## src/sv/telemetry_packet_validator_top_assert.svh

```systemverilog
// Assertion macros for the telemetry packet validator.
// Used by the top level; needs a clock and an active-low reset in scope of each use.
`ifndef TELEMETRY_PACKET_VALIDATOR_TOP_ASSERT_SVH
`define TELEMETRY_PACKET_VALIDATOR_TOP_ASSERT_SVH

// Same-cycle implication, disabled during reset.
`define TPV_ASSERT_NOW(label, clk, rst_n, ante, cons, msg) \
    label: assert property (@(posedge clk) disable iff (!rst_n) (ante) |-> (cons)) \
        else $error(msg);

// Next-cycle implication, disabled during reset.
`define TPV_ASSERT_NEXT(label, clk, rst_n, ante, cons, msg) \
    label: assert property (@(posedge clk) disable iff (!rst_n) (ante) |=> (cons)) \
        else $error(msg);

`endif

```

## src/sv/tpv_pkg.sv

```systemverilog
// Shared types, constants and the CRC-16 byte function of the packet validator.
// No dependencies; the front end, queue, back end and top level import this package.
`default_nettype none

package tpv_pkg;

    localparam int unsigned STORE_DEPTH          = 16;
    localparam int unsigned STORE_IDX_W          = 4;
    localparam int unsigned PRIMARY_HEADER_BYTES = 6;
    localparam int unsigned DATA_HEADER_BYTES    = 10;
    localparam int unsigned HDR_OVERHEAD         = PRIMARY_HEADER_BYTES + DATA_HEADER_BYTES + 2;
    localparam int unsigned LEN_OFFSET_IDX       = 5;
    localparam int unsigned MIN_PACKET_BYTES     = 7;

    localparam logic [16:0] LEN_ADJUST   = 17'd7;
    localparam logic [15:0] CRC_POLY     = 16'h1021;
    localparam logic [15:0] CRC_INIT     = 16'hFFFF;
    localparam logic [7:0]  VERSION_MASK = 8'hE0;
    localparam logic [7:0]  TYPE_MASK    = 8'h10;
    localparam logic [7:0]  SEC_HDR_MASK = 8'h08;
    localparam logic [7:0]  SEG_MASK     = 8'hC0;

    typedef enum logic [2:0] {
        ST_OK          = 3'd0,
        ST_TOO_SHORT   = 3'd1,
        ST_TRUNCATED   = 3'd2,
        ST_CRC_ERROR   = 3'd3,
        ST_VERSION     = 3'd4,
        ST_NOT_TM      = 3'd5,
        ST_NO_DATA_HDR = 3'd6,
        ST_SEGMENTED   = 3'd7
    } t_status;

    typedef enum logic [1:0] {
        KIND_CHECK = 2'd0,
        KIND_SHORT = 2'd1,
        KIND_TRUNC = 2'd2
    } t_kind;

    typedef logic [STORE_DEPTH-1:0][7:0] t_hdr;

    // One verdict request from the front to the back
    typedef struct packed {
        t_kind       kind;
        t_hdr        hdr;
        logic [16:0] plen;
        logic [15:0] trailer;
        logic [15:0] crc;
    } t_verdict;

    function automatic logic [15:0] crc_byte(input logic [15:0] crc, input logic [7:0] b);
        logic [15:0] c;
        c = crc ^ {b, 8'h00};
        for (int k = 0; k < 8; k++) begin
            c = c[15] ? ({c[14:0], 1'b0} ^ CRC_POLY) : {c[14:0], 1'b0};
        end
        return c;
    endfunction

endpackage

`default_nettype wire

```

## src/sv/tpv_if.sv

```systemverilog
// Valid/ready channel interfaces of the packet validator: byte input and verdict output.
// No dependencies.
`default_nettype none

interface tpv_in_if;
    logic       valid;
    logic       ready;
    logic [7:0] data_byte;
    logic       last_of_buffer;

    modport source (output valid, output data_byte, output last_of_buffer, input ready);
    modport sink   (input valid, input data_byte, input last_of_buffer, output ready);
endinterface

interface tpv_out_if;
    logic        valid;
    logic        ready;
    logic [2:0]  status;
    logic [10:0] apid;
    logic [13:0] sequence_count;
    logic [16:0] packet_length;
    logic [7:0]  service_type;
    logic [7:0]  service_subtype;
    logic [7:0]  destination_id;
    logic [47:0] packet_time;
    logic [15:0] data_length;
    logic [15:0] read_crc;
    logic [15:0] computed_crc;

    modport source (
        output valid, output status, output apid, output sequence_count,
        output packet_length, output service_type, output service_subtype,
        output destination_id, output packet_time, output data_length,
        output read_crc, output computed_crc, input ready
    );
    modport sink (
        input valid, input status, input apid, input sequence_count,
        input packet_length, input service_type, input service_subtype,
        input destination_id, input packet_time, input data_length,
        input read_crc, input computed_crc, output ready
    );
endinterface

`default_nettype wire

```

## src/sv/tpv_front.sv

```systemverilog
// Front end: accepts bytes, tracks index, header, length, CRC and trailer,
// and issues one verdict request per buffer. Depends on tpv_pkg and tpv_in_if.
`default_nettype none

module tpv_front
    import tpv_pkg::*;
(
    input  wire logic i_clk,
    input  wire logic i_rst_n,
    tpv_in_if.sink    i_in,
    input  wire logic i_q_full,
    output logic      o_push,
    output t_verdict  o_rec
);

    logic [16:0] r_byte_index, n_byte_index;
    logic [15:0] r_crc, n_crc;
    t_hdr        r_hdr, n_hdr;
    logic [16:0] r_dlen, n_dlen;
    logic [15:0] r_trailer, n_trailer;
    logic        r_done;

    logic        accept;
    logic        crc_en;
    logic        trail_en;
    logic        hit;
    t_kind       kind;

    assign i_in.ready = !i_q_full;
    assign accept     = i_in.valid && i_in.ready;

    always_comb begin
        n_hdr = r_hdr;
        if (r_byte_index < 17'(STORE_DEPTH)) begin
            n_hdr[r_byte_index[STORE_IDX_W-1:0]] = i_in.data_byte;
        end

        n_dlen = r_dlen;
        if (r_byte_index == 17'(LEN_OFFSET_IDX)) begin
            n_dlen = {1'b0, r_hdr[4], i_in.data_byte} + LEN_ADJUST;
        end

        // CRC covers everything but the final two packet bytes
        crc_en   = (r_byte_index < 17'(LEN_OFFSET_IDX)) || (r_byte_index + 17'd2 < n_dlen);
        trail_en = !crc_en && (r_byte_index < n_dlen);
        n_crc     = crc_en ? crc_byte(r_crc, i_in.data_byte) : r_crc;
        n_trailer = trail_en ? {r_trailer[7:0], i_in.data_byte} : r_trailer;
        n_byte_index = r_byte_index + 17'd1;

        hit = (r_byte_index >= 17'(PRIMARY_HEADER_BYTES)) && (n_byte_index == n_dlen);

        priority if (hit) begin
            kind = KIND_CHECK;
        end else if (n_byte_index < 17'(MIN_PACKET_BYTES)) begin
            kind = KIND_SHORT;
        end else begin
            kind = KIND_TRUNC;
        end
    end

    assign o_push        = accept && !r_done && (hit || i_in.last_of_buffer);
    assign o_rec.kind    = kind;
    assign o_rec.hdr     = n_hdr;
    assign o_rec.plen    = (kind == KIND_SHORT) ? 17'd0 : n_dlen;
    assign o_rec.trailer = (kind == KIND_CHECK) ? n_trailer : 16'd0;
    assign o_rec.crc     = (kind == KIND_CHECK) ? n_crc : 16'd0;

    always_ff @(posedge i_clk) begin
        if (!i_rst_n) begin
            r_byte_index <= '0;
            r_crc        <= CRC_INIT;
            r_hdr        <= '0;
            r_dlen       <= '0;
            r_trailer    <= '0;
            r_done       <= 1'b0;
        end else if (accept) begin
            if (i_in.last_of_buffer) begin
                // buffer ends: back to the idle state
                r_byte_index <= '0;
                r_crc        <= CRC_INIT;
                r_hdr        <= '0;
                r_dlen       <= '0;
                r_trailer    <= '0;
                r_done       <= 1'b0;
            end else if (!r_done) begin
                r_byte_index <= n_byte_index;
                r_crc        <= n_crc;
                r_hdr        <= n_hdr;
                r_dlen       <= n_dlen;
                r_trailer    <= n_trailer;
                r_done       <= hit;
            end
        end
    end

endmodule

`default_nettype wire

```

## src/sv/tpv_queue.sv

```systemverilog
// Short request queue between the front and the back end.
// Depends on tpv_pkg for the request type.
`default_nettype none

module tpv_queue
    import tpv_pkg::*;
#(
    parameter int DEPTH = 2
) (
    input  wire logic i_clk,
    input  wire logic i_rst_n,
    input  wire logic i_push,
    input  t_verdict  i_rec,
    input  wire logic i_pop,
    output logic      o_full,
    output logic      o_valid,
    output t_verdict  o_rec
);

    localparam int PTR_W = (DEPTH > 1) ? $clog2(DEPTH) : 1;
    localparam int CNT_W = $clog2(DEPTH + 1);

    t_verdict             r_mem [DEPTH];
    logic [PTR_W-1:0]     r_wr_ptr;
    logic [PTR_W-1:0]     r_rd_ptr;
    logic [CNT_W-1:0]     r_count;
    logic                 push_en;
    logic                 pop_en;

    assign o_full  = (r_count == CNT_W'(DEPTH));
    assign o_valid = (r_count != '0);
    assign o_rec   = r_mem[r_rd_ptr];
    assign push_en = i_push && !o_full;
    assign pop_en  = i_pop && o_valid;

    always_ff @(posedge i_clk) begin
        if (push_en) begin
            r_mem[r_wr_ptr] <= i_rec;
        end
    end

    always_ff @(posedge i_clk) begin
        if (!i_rst_n) begin
            r_wr_ptr <= '0;
            r_rd_ptr <= '0;
            r_count  <= '0;
        end else begin
            if (push_en) begin
                r_wr_ptr <= (r_wr_ptr == PTR_W'(DEPTH - 1)) ? '0 : r_wr_ptr + 1'b1;
            end
            if (pop_en) begin
                r_rd_ptr <= (r_rd_ptr == PTR_W'(DEPTH - 1)) ? '0 : r_rd_ptr + 1'b1;
            end
            if (push_en && !pop_en) begin
                r_count <= r_count + 1'b1;
            end else if (pop_en && !push_en) begin
                r_count <= r_count - 1'b1;
            end
        end
    end

endmodule

`default_nettype wire

```

## src/sv/tpv_back.sv

```systemverilog
// Back end: turns a verdict request into the status and result fields and
// holds them in the output register. Depends on tpv_pkg and tpv_out_if.
`default_nettype none

module tpv_back
    import tpv_pkg::*;
(
    input  wire logic i_clk,
    input  wire logic i_rst_n,
    input  wire logic i_q_valid,
    input  t_verdict  i_rec,
    output logic      o_pop,
    tpv_out_if.source o_out
);

    logic        r_valid;
    t_status     r_status, n_status;
    logic [10:0] r_apid;
    logic [13:0] r_seq;
    logic [16:0] r_plen;
    logic [7:0]  r_stype;
    logic [7:0]  r_ssub;
    logic [7:0]  r_dest;
    logic [47:0] r_time;
    logic [15:0] r_dlen, n_dlen;
    logic [15:0] r_rcrc;
    logic [15:0] r_ccrc;

    assign o_pop = i_q_valid && (!r_valid || o_out.ready);

    always_comb begin
        unique case (i_rec.kind)
            KIND_SHORT: n_status = ST_TOO_SHORT;
            KIND_TRUNC: n_status = ST_TRUNCATED;
            KIND_CHECK: begin
                priority if (i_rec.trailer != i_rec.crc) begin
                    n_status = ST_CRC_ERROR;
                end else if ((i_rec.hdr[0] & VERSION_MASK) != 8'h00) begin
                    n_status = ST_VERSION;
                end else if ((i_rec.hdr[0] & TYPE_MASK) != 8'h00) begin
                    n_status = ST_NOT_TM;
                end else if ((i_rec.hdr[0] & SEC_HDR_MASK) == 8'h00) begin
                    n_status = ST_NO_DATA_HDR;
                end else if ((i_rec.hdr[2] & SEG_MASK) != SEG_MASK) begin
                    n_status = ST_SEGMENTED;
                end else begin
                    n_status = ST_OK;
                end
            end
            default: n_status = ST_OK;
        endcase

        // clamp at zero when the packet is no longer than its headers and CRC
        n_dlen = (i_rec.plen > 17'(HDR_OVERHEAD)) ?
                 16'(i_rec.plen - 17'(HDR_OVERHEAD)) : 16'd0;
    end

    always_ff @(posedge i_clk) begin
        if (!i_rst_n) begin
            r_valid <= 1'b0;
        end else if (o_pop) begin
            r_valid <= 1'b1;
        end else if (o_out.ready) begin
            r_valid <= 1'b0;
        end
    end

    always_ff @(posedge i_clk) begin
        if (o_pop) begin
            r_status <= n_status;
            r_apid   <= {i_rec.hdr[0][2:0], i_rec.hdr[1]};
            r_seq    <= {i_rec.hdr[2][5:0], i_rec.hdr[3]};
            r_plen   <= i_rec.plen;
            r_stype  <= i_rec.hdr[PRIMARY_HEADER_BYTES + 1];
            r_ssub   <= i_rec.hdr[PRIMARY_HEADER_BYTES + 2];
            r_dest   <= i_rec.hdr[PRIMARY_HEADER_BYTES + 3];
            r_time   <= {i_rec.hdr[10], i_rec.hdr[11], i_rec.hdr[12],
                         i_rec.hdr[13], i_rec.hdr[14], i_rec.hdr[15]};
            r_dlen   <= n_dlen;
            r_rcrc   <= i_rec.trailer;
            r_ccrc   <= i_rec.crc;
        end
    end

    assign o_out.valid           = r_valid;
    assign o_out.status          = r_status;
    assign o_out.apid            = r_apid;
    assign o_out.sequence_count  = r_seq;
    assign o_out.packet_length   = r_plen;
    assign o_out.service_type    = r_stype;
    assign o_out.service_subtype = r_ssub;
    assign o_out.destination_id  = r_dest;
    assign o_out.packet_time     = r_time;
    assign o_out.data_length     = r_dlen;
    assign o_out.read_crc        = r_rcrc;
    assign o_out.computed_crc    = r_ccrc;

endmodule

`default_nettype wire

```

## src/sv/telemetry_packet_validator_top.sv

```systemverilog
// Channel   Dir  Payload                                          Accepted when
// i_in      in   data_byte, last_of_buffer                        valid && ready
// o_out     out  status, apid, sequence_count, packet_length,     valid && ready
//                service_type/subtype, destination_id, packet_time,
//                data_length, read_crc, computed_crc
//
// One byte per cycle while the queue has room, set by the front end's bytewise CRC-16.
// A verdict passes through the request queue and the output register to o_out.
// Synchronous active-low reset clears all control state; no clearing pass.
// i_in stalls only while the request queue holds QUEUE_DEPTH verdicts that o_out
// has not taken; the output register holds one more and refills the cycle it is taken.
//
// Top level: front end, request queue and back end. Depends on tpv_pkg,
// tpv_if and the assertion macro header.
`default_nettype none
`include "telemetry_packet_validator_top_assert.svh"

module telemetry_packet_validator_top
    import tpv_pkg::*;
#(
    parameter int QUEUE_DEPTH = 2
) (
    input  wire logic i_clk,
    input  wire logic i_rst_n,
    tpv_in_if.sink    i_in,
    tpv_out_if.source o_out
);

    logic     w_push;
    t_verdict w_push_rec;
    logic     w_q_full;
    logic     w_q_valid;
    t_verdict w_q_rec;
    logic     w_pop;

    tpv_front u_front (
        .i_clk    (i_clk),
        .i_rst_n  (i_rst_n),
        .i_in     (i_in),
        .i_q_full (w_q_full),
        .o_push   (w_push),
        .o_rec    (w_push_rec)
    );

    tpv_queue #(
        .DEPTH (QUEUE_DEPTH)
    ) u_queue (
        .i_clk   (i_clk),
        .i_rst_n (i_rst_n),
        .i_push  (w_push),
        .i_rec   (w_push_rec),
        .i_pop   (w_pop),
        .o_full  (w_q_full),
        .o_valid (w_q_valid),
        .o_rec   (w_q_rec)
    );

    tpv_back u_back (
        .i_clk     (i_clk),
        .i_rst_n   (i_rst_n),
        .i_q_valid (w_q_valid),
        .i_rec     (w_q_rec),
        .o_pop     (w_pop),
        .o_out     (o_out)
    );

    `TPV_ASSERT_NOW(a_push_not_full, i_clk, i_rst_n, w_push, !w_q_full, "request pushed into full queue")
    `TPV_ASSERT_NOW(a_pop_has_entry, i_clk, i_rst_n, w_pop, w_q_valid, "pop from empty queue")
    `TPV_ASSERT_NEXT(a_push_lands, i_clk, i_rst_n, w_push && !w_pop, w_q_valid, "pushed request lost")
    `TPV_ASSERT_NOW(a_short_no_len, i_clk, i_rst_n, w_push && (w_push_rec.kind == KIND_SHORT), (w_push_rec.plen == 17'd0) && (w_push_rec.crc == 16'd0), "short verdict carries length or CRC")

endmodule

`default_nettype wire
```

## src/flat_wrapper.sv

```systemverilog
// flat-port wrapper written by rule: the top's interface ports become plain ports
module telemetry_packet_validator_top_flat import tpv_pkg::*;
#(
    parameter int QUEUE_DEPTH = 2
)
  (i_clk, i_rst_n, i_in_valid, i_in_data_byte, i_in_last_of_buffer, i_in_ready, o_out_valid, o_out_status, o_out_apid, o_out_sequence_count, o_out_packet_length, o_out_service_type, o_out_service_subtype, o_out_destination_id, o_out_packet_time, o_out_data_length, o_out_read_crc, o_out_computed_crc, o_out_ready);
  tpv_in_if i_in_i ();
  tpv_out_if o_out_i ();
  input  wire logic i_clk;
  input  wire logic i_rst_n;
  input wire logic [$bits(i_in_i.valid)-1:0] i_in_valid;
  input wire logic [$bits(i_in_i.data_byte)-1:0] i_in_data_byte;
  input wire logic [$bits(i_in_i.last_of_buffer)-1:0] i_in_last_of_buffer;
  output wire logic [$bits(i_in_i.ready)-1:0] i_in_ready;
  output wire logic [$bits(o_out_i.valid)-1:0] o_out_valid;
  output wire logic [$bits(o_out_i.status)-1:0] o_out_status;
  output wire logic [$bits(o_out_i.apid)-1:0] o_out_apid;
  output wire logic [$bits(o_out_i.sequence_count)-1:0] o_out_sequence_count;
  output wire logic [$bits(o_out_i.packet_length)-1:0] o_out_packet_length;
  output wire logic [$bits(o_out_i.service_type)-1:0] o_out_service_type;
  output wire logic [$bits(o_out_i.service_subtype)-1:0] o_out_service_subtype;
  output wire logic [$bits(o_out_i.destination_id)-1:0] o_out_destination_id;
  output wire logic [$bits(o_out_i.packet_time)-1:0] o_out_packet_time;
  output wire logic [$bits(o_out_i.data_length)-1:0] o_out_data_length;
  output wire logic [$bits(o_out_i.read_crc)-1:0] o_out_read_crc;
  output wire logic [$bits(o_out_i.computed_crc)-1:0] o_out_computed_crc;
  input wire logic [$bits(o_out_i.ready)-1:0] o_out_ready;
  assign i_in_i.valid = i_in_valid;
  assign i_in_i.data_byte = i_in_data_byte;
  assign i_in_i.last_of_buffer = i_in_last_of_buffer;
  assign i_in_ready = i_in_i.ready;
  assign o_out_valid = o_out_i.valid;
  assign o_out_status = o_out_i.status;
  assign o_out_apid = o_out_i.apid;
  assign o_out_sequence_count = o_out_i.sequence_count;
  assign o_out_packet_length = o_out_i.packet_length;
  assign o_out_service_type = o_out_i.service_type;
  assign o_out_service_subtype = o_out_i.service_subtype;
  assign o_out_destination_id = o_out_i.destination_id;
  assign o_out_packet_time = o_out_i.packet_time;
  assign o_out_data_length = o_out_i.data_length;
  assign o_out_read_crc = o_out_i.read_crc;
  assign o_out_computed_crc = o_out_i.computed_crc;
  assign o_out_i.ready = o_out_ready;
  telemetry_packet_validator_top #(.QUEUE_DEPTH(QUEUE_DEPTH)) u_core (.i_clk(i_clk), .i_rst_n(i_rst_n), .i_in(i_in_i), .o_out(o_out_i));
endmodule
```

## config.mk

```make
export PLATFORM = sky130hd
export DESIGN_NAME = telemetry_packet_validator_top_flat
export DESIGN_NICKNAME = d
export VERILOG_FILES = /design/src/sv/tpv_pkg.sv /design/src/sv/tpv_if.sv /design/src/sv/tpv_front.sv /design/src/sv/tpv_queue.sv /design/src/sv/tpv_back.sv /design/src/sv/telemetry_packet_validator_top.sv /design/src/flat_wrapper.sv
export VERILOG_INCLUDE_DIRS = /design/src /design/src/sv
export SDC_FILE = /design/constraint.sdc
export NUM_CORES = 1
export LEC_CHECK = 0
export BUFFER_PORTS_ARGS = -buffer_cell sky130_fd_sc_hd__buf_2
export CAP_MARGIN = 10
export CORE_AREA = 2 2 217 219
export CTS_CLUSTER_SIZE = 10
export DETAILED_ROUTE_END_ITERATION = 10
export DIE_AREA = 0 0 219 221
export PLACE_DENSITY = 0.79
export SYNTH_ARGS = -nofsm -noshare
export SYNTH_HDL_FRONTEND = slang
export SYNTH_SLANG_ARGS = --single-unit
```

## constraint.sdc

```tcl
create_clock -name i_clk -period 14.2 [get_ports i_clk]
set_clock_uncertainty 0.2 [all_clocks]
set_input_delay 0.71 -clock i_clk [delete_from_list [all_inputs] [get_ports i_clk]]
set_output_delay 0.71 -clock i_clk [all_outputs]
set_load 0.01 [all_outputs]
```

Yosys cells after proc, flatten, opt, wreduce, memory -nomap -nowiden
Memories as Yosys holds them, arrays and structs flattened. A register that Yosys moved wholly into a read port is not among the register bits.
Cells that the tools add are included.
{"block": "word_totals", "elab_cells": 148, "output_inout_bits": 167, "mem_bits_rw": 358, "input_bits": 13, "mem_count": 1, "reg_bits": 365}
{"block": "op_classes", "reduce_logical": 28, "muxes": 48, "bitwise": 9, "magnitude_cmp": 9, "n_addsub": 8, "eq_ne": 9}
{"name": "u_core.u_queue.r_mem", "depth": 2, "word_bits": 179, "rd": 1, "rd_ports_with_merged_regs": 1, "wr": 1, "line_no": "tpv_queue.sv:23", "source": "t_verdict r_mem [DEPTH];"}
{"op": "$mux W128", "count": 3}
{"op": "$bwmux W128", "count": 1}
{"op": "$mux W16", "count": 8}
{"op": "$mux W13", "count": 8}
{"op": "$mux W17", "count": 6}
{"op": "$lt A17 B17 Y1", "count": 2}
{"op": "$lt A17 B3 Y1 const B", "count": 2}
{"op": "$demux W8 S4", "count": 1}
{"op": "$not A3 Y3", "count": 8}
{"op": "$add A16 B3 Y17 const B", "count": 1}
{"op": "$add A17 B1 Y17 const B", "count": 1}
{"op": "$add A17 B2 Y17 const B", "count": 1}
{"op": "$eq A17 B17 Y1", "count": 1}
{"op": "$eq A17 B3 Y1 const B", "count": 1}
{"op": "$ge A17 B3 Y1 const B", "count": 1}
{"op": "$gt A17 B5 Y1 const B", "count": 1}
{"op": "$lt A17 B5 Y1 const B", "count": 1}
{"op": "$ne A16 B16 Y1", "count": 1}
{"op": "$sub A16 B5 Y16 const B", "count": 1}
{"op": "$xor A16 B16 Y16", "count": 1}
{"op": "$mux W3", "count": 5}
{"op": "$logic_and A1 B1 Y1", "count": 11}
{"op": "$mux W1", "count": 10}
{"op": "$pmux W3 S3", "count": 1}
{"op": "other kinds (17)", "count": 34}

Longest topological paths before layout
{"block": "depth", "word_depth": 20, "mapped_depth": 21, "depth_no_buf": 17}

Cells and area by module
From an unflattened synthesis, not the netlist that was laid out.
{"block": "unflattened", "hier_cells": 2320, "area_unflattened_um2": 31425.1}
{"mod": "tpv_queue", "n_inst": 1, "cells_each": 582, "area_per_inst_um2": 13565.5, "seq_area_each_um2": 10850.4}
{"mod": "tpv_front", "n_inst": 1, "cells_each": 1480, "area_per_inst_um2": 12241.7, "seq_area_each_um2": 3903.7}
{"mod": "tpv_back", "n_inst": 1, "cells_each": 258, "area_per_inst_um2": 5617.9, "seq_area_each_um2": 4974.8}

Worst setup path after synthesis
Ideal clock, no wire load.
{"block": "synth_timing", "path_kind": "register to register", "startpoint": "reg u_core.u_front.r_byte_index[5]", "endpoint": "mem u_core.u_queue.r_mem[0][0] (netlist bit) (enable)", "arrival_time_ps": 10578, "stages_incl_launch_ff": 16, "period_less_slack_ps": 11469, "t_required_ps": 13310, "setup_time_ps": 690, "n_path_buf": 4, "slack_ps": 2731, "path_cell_list": "dfxtp_1 -> buf_2 -> or4_4 -> or4_1 -> buf_2 -> clkbuf_1 -> o21ai_0 -> ha_1 -> a31oi_1 -> nand2_1 -> nor4b_1 -> o211ai_1 -> or4_1 -> buf_2 -> a21oi_1 -> nor2b_1"}
{"block": "synth_between", "elab_chain_len": 9, "word_cells_on_any_way": 11, "cone_classes": "add/sub (1); order compare (1); eq/ne (2); mux (3); reduce/logical (4)"}
{"item": "start: declaration", "line_no": "tpv_front.sv:16", "source": "logic [16:0] r_byte_index, n_byte_index;"}
{"item": "start signal: assignment", "line_no": "tpv_front.sv:86", "source": "r_byte_index <= n_byte_index;"}
{"item": "branches (longest 3 deep; another with $add A17 B1 Y17)"}
{"item": "$logic_and A1 B1 Y1 (*)", "line_no": "tpv_front.sv:50", "source": "hit = (r_byte_index >= 17'(PRIMARY_HEADER_BYTES)) && (n_byte_index == n_dlen);"}
{"item": "$logic_or A1 B1 Y1 (*)", "line_no": "tpv_front.sv:61", "source": "assign o_push = accept && !r_done && (hit || i_in.last_of_buffer);"}
{"item": "$logic_and A1 B1 Y1 (*)", "line_no": "tpv_front.sv:61"}
{"item": "$logic_and A1 B1 Y1 (*)", "line_no": "tpv_queue.sv:33", "source": "assign push_en = i_push && !o_full;"}
{"item": "net u_core.u_queue.push_en", "line_no": "tpv_queue.sv:27", "source": "logic push_en;"}
{"item": "$mux W1 (*)", "line_no": "tpv_queue.sv:37", "source": "if (push_en) begin"}
{"item": "$mux W1 (implied by the code) (*)", "line_no": "tpv_queue.sv:38", "source": "r_mem[r_wr_ptr] <= i_rec;"}
{"item": "end: declaration", "line_no": "tpv_queue.sv:23"}
Mark *: on every way through the listed nets, which the timed path passes.

Worst setup path after layout
{"block": "layout_timing", "startpoint": "reg u_core.u_front.r_byte_index[0]", "endpoint": "mem u_core.u_queue.r_mem[0][170] (netlist bit) (enable)"}
Same word-level chain as after synthesis.

==> flow_summary.toml <==
[status]
run_status = "finished clean"

[drt]
num_vias = 17500
drc = 0
antenna_left = 0
postRouteWirelength_um = 65880
routed_wire_length_per_instance_um = 22.79
via_per_inst = 6.052
drt_first_pass_iters = 6
initialDrtViolationCount = 1755

[setup_path]
timing.critical_path.from_type = "flop"
worst_ep_arrival_time_ns = 7.92
worst_r2r_startpoint = "u_core.u_front.r_byte_index[0]$_SDFFE_PN0P_"
critPathLaunch = "u_core.u_front.r_byte_index[0]$_SDFFE_PN0P_"
path_max_fanout = 77
critical_path_required_ns = 14.25
crit_path_end_kind = "flop"
cp_slowest_cell = "sky130_fd_sc_hd__buf_4"
critical_path.max_stage_delay_ns = 0.89
worstSetupPathType = "flop to flop"
crit_path_cell_trace = "ha_1 -> nand4bb_1 -> or4_1 -> o21ai_0 -> ha_1 -> a31oi_1 -> nand2_1 -> nor4b_1 -> o211ai_1 -> or4_1 -> buf_4 -> a21oi_1 -> nor2b_4 -> buf_4 -> buf_4"
crit_top_cell = "sky130_fd_sc_hd__buf_4"

[cells_and_area]
most-common-layout-cells = "sky130_fd_sc_hd__edfxtp_1 (475), sky130_fd_sc_hd__nor2_1 (255), sky130_fd_sc_hd__mux2_2 (211)"
area_growth_from_synthesis_to_layout_pct = 13.11
final_layout_size_suffix_gt1_share_pct = 22.94
antenna_diode_count = 0
layout.nets = 2269
mostFrequentLayoutCell = "sky130_fd_sc_hd__edfxtp_1"
finish.instance_area_um2 = 31020

[synthesis]
synth_top_cells_by_area = "sky130_fd_sc_hd__edfxtp_1 (52%), sky130_fd_sc_hd__dfxtp_1 (14%), sky130_fd_sc_hd__mux2_2 (8.7%), sky130_fd_sc_hd__nor2_1 (3.5%), sky130_fd_sc_hd__a22oi_1 (3.1%)"
mappedNetlistArea_um2 = 27420
synth-simple-area-share_pct = 8.646
most_frequently_used_flop_master_after_synthesis = "sky130_fd_sc_hd__edfxtp_1"
yosys.area_share.adder_pct = 1.629
netlist-cell-type-count = 68
synth_compound_area_share_pct = 8.276
synth_seq_area_share_pct = 65.52
synth.yosys.warnings = 0
yosys_register_bits = 660
synth-edff-count = 475
postSynthCellCount = 2071
avgSynthCellArea_um2 = 13.24
mappedNetlistNets = 2118
post_synth_mux_area_share_pct = 10.60
synth_top_family_by_area = "multiplexers"
post_synthesis_async_set_or_reset_flop_share_pct = 0
synth_top_cell_area_share_pct = 52.01
yosys.area_share.xor_xnor_pct = 2.970
synth_area_leader_cell = "sky130_fd_sc_hd__edfxtp_1"

[clocking]
cts_tree = "built"
ctsLongestPathBuffers = 3
postCtsSetupRepairBufs = 0
clock_network_latency_to_the_later_pin_of_the_worst_skew_pair_ns = 0.62
clk_root_buffer_cell = "sky130_fd_sc_hd__clkbuf_16"
clk_transition_reported_paths_ns = 0.05
cts_inserted_buffers = 76
cts_hold_repair.buffers = 0
number_of_gates_given_a_new_drive_strength_after_cts = 0
cts.sink_count = 660
htreeDepth = 3

[global_routing]
globalRoute.totalOverflow = 0
grt_pass1_wl_um = 100600
first_global_vias = 17310
antenna_violations_before_repair = 1
largest_net_degree_at_the_start_of_global_routing = 103
grtUsageTotal_pct = 27.31

[placed_design]
routabilityCongestion = 0.9419
place.detailed.hpwl_um = 41380
placedInstanceArea_um2 = 28790
io_buffers = 179

[sta]
maxSlewViolCount = 0
timing.setup.tns_ns = 0
hold_viol = 0
timing.slew.headroom_pct = 18.83
achievable-frequency_mhz = 127.1
tightest_slew_ns = 1.218
rsz0062_at_grt = "false"
final.period_utilization_pct = 55.43
post-route-min-period_ns = 7.871
setup_violations = 0

[power]
finalPower_uw = 5354
powerDensity_nw_per_um2 = 172.6
power.leakage_uw = 0.01121
vdd_drop_max_mv = 0.1204

[floorplanning]
die-width_um = 219
floorplan.die_area_um2 = 48400
floorplan.die.height_um = 221
start_util_pct = 59.54
io-pin-count = 180
core_um2 = 46060
rows = 79

[worst_hold_path]
worst_hold_path_type = "flop to flop"
hp-start = "u_core.u_front.r_trailer[13]$_SDFFE_PN0P_"

[run]
max_cap_violations = 0
state kept, by name (all words and copies together), names as in the netlist, 2 cells and up, named ones only:
register                             count
u_core.u_back.o_out.packet_length       17
u_core.u_back.o_out.apid                11
u_core.u_back.o_out.data_length         16
u_core.u_back.o_out.computed_crc        16
u_core.u_back.o_out.read_crc            16
u_core.u_front.r_byte_index             17
u_core.u_front.r_hdr                   112
u_core.u_back.o_out.sequence_count      14
u_core.u_back.o_out.destination_id       8
u_core.u_back.o_out.service_type         8
u_core.u_front.r_trailer                16
u_core.u_front.r_dlen                   17
u_core.u_queue.r_count                   2
u_core.u_front.r_crc                    16
u_core.u_back.o_out.status               3
u_core.u_back.o_out.service_subtype      8
u_core.u_queue.r_mem                   310
u_core.u_back.o_out.packet_time         48
metal layers:
| layer | wire length [µm] | GRT usage [%] | vias to the layer above |
|---|---|---|---|
| met4 | 1885 | 9.481 | 2 |
| met1 | 28010 | 38.12 | 8686 |
| met3 | 4397 | 4.632 | 116 |
| li1 | - | - | 7999 |
| met2 | 31590 | 43.57 | 692 |
| met5 | 8 | 0 | - |
logic make-up after synthesis:
kind of cell	count (synthesis)
xor gates and xnor gates	93
and+or+nand+nor	518
DFF	660
AOI/OAI and AO/OA	340
muxes	264
buffers and inverters	160
adders and majority gates	36
path summary, 6_finish.rpt:
check | endpoint | slack, ns | cells past startpoint
min reg2reg | u_core.u_front.r_trailer[13]$_SDFFE_PN0P_ | 0.28 | 1
max reg2reg | u_core.u_queue.r_mem[0][170]$_DFFE_PP_ | 6.33 | 15
min | u_core.u_front.r_trailer[13]$_SDFFE_PN0P_ | 0.28 | 1
max | u_core.u_queue.r_mem[0][170]$_DFFE_PP_ | 6.33 | 15
Yosys cell counts, drive strengths merged (6+ instances only):
cell,number
mux2,211
or4,8
a21o,10
dfxtp,185
mux2i,53
a31oi,7
edfxtp,475
nand4,15
and2,8
or3,14
nand2b,7
a22o,17
and3,12
nand2,102
a211o,6
nand3,19
inv,27
buf,24
nor2,257
o21ai,78
nor3,29
a21oi,65
a22oi,113
xor2,41
a211oi,8
ha,34
xnor2,52
nor4,17
nor2b,9
o21a,7
clkbuf,109
worst max-delay path, delay by kind of cell, from the launching register on:
kind | cells | cell delay, ns
DFF | 1 | 0.61
adders and majority gates | 2 | 0.65
buffers and inverters | 3 | 1.84
AOI/OAI and AO/OA | 4 | 1.15
and+or+nand+nor | 6 | 2.85
where the power goes:
group	switching (µW)	total, µW	internal [µW]
Combinational	661	1050	385
Clock	729	1760	1030
Sequential	108	2550	2440
metrics by stage:
step | hold slack [ns] | utilization, % | setup slack [ns] | instances
2_1_floorplan | 0.2419 | - | 2.731 | 2071
3_3_place_gp | 0.2554 | 62.50 | 6.557 | 2751
3_5_place_dp | 0.2600 | 62.50 | 6.322 | 2751
4_1_cts | 0.2566 | 67.34 | 6.290 | 2891
5_1_grt | 0.2661 | 67.34 | 5.721 | 2891
6_report | 0.2823 | 67.34 | 6.329 | 2891
layout make-up:
type                       count  area [µm²]
fill                        3197       15040
multi-input combinational   1251        8856
tap                          607       759.5
sequential                   660       17970
inverter                      27       103.9
clock buffer                 135        2166
timing repair buffer         206        1099
clock inverter                 5       63.81
Power figures use the tool's default switching activity.
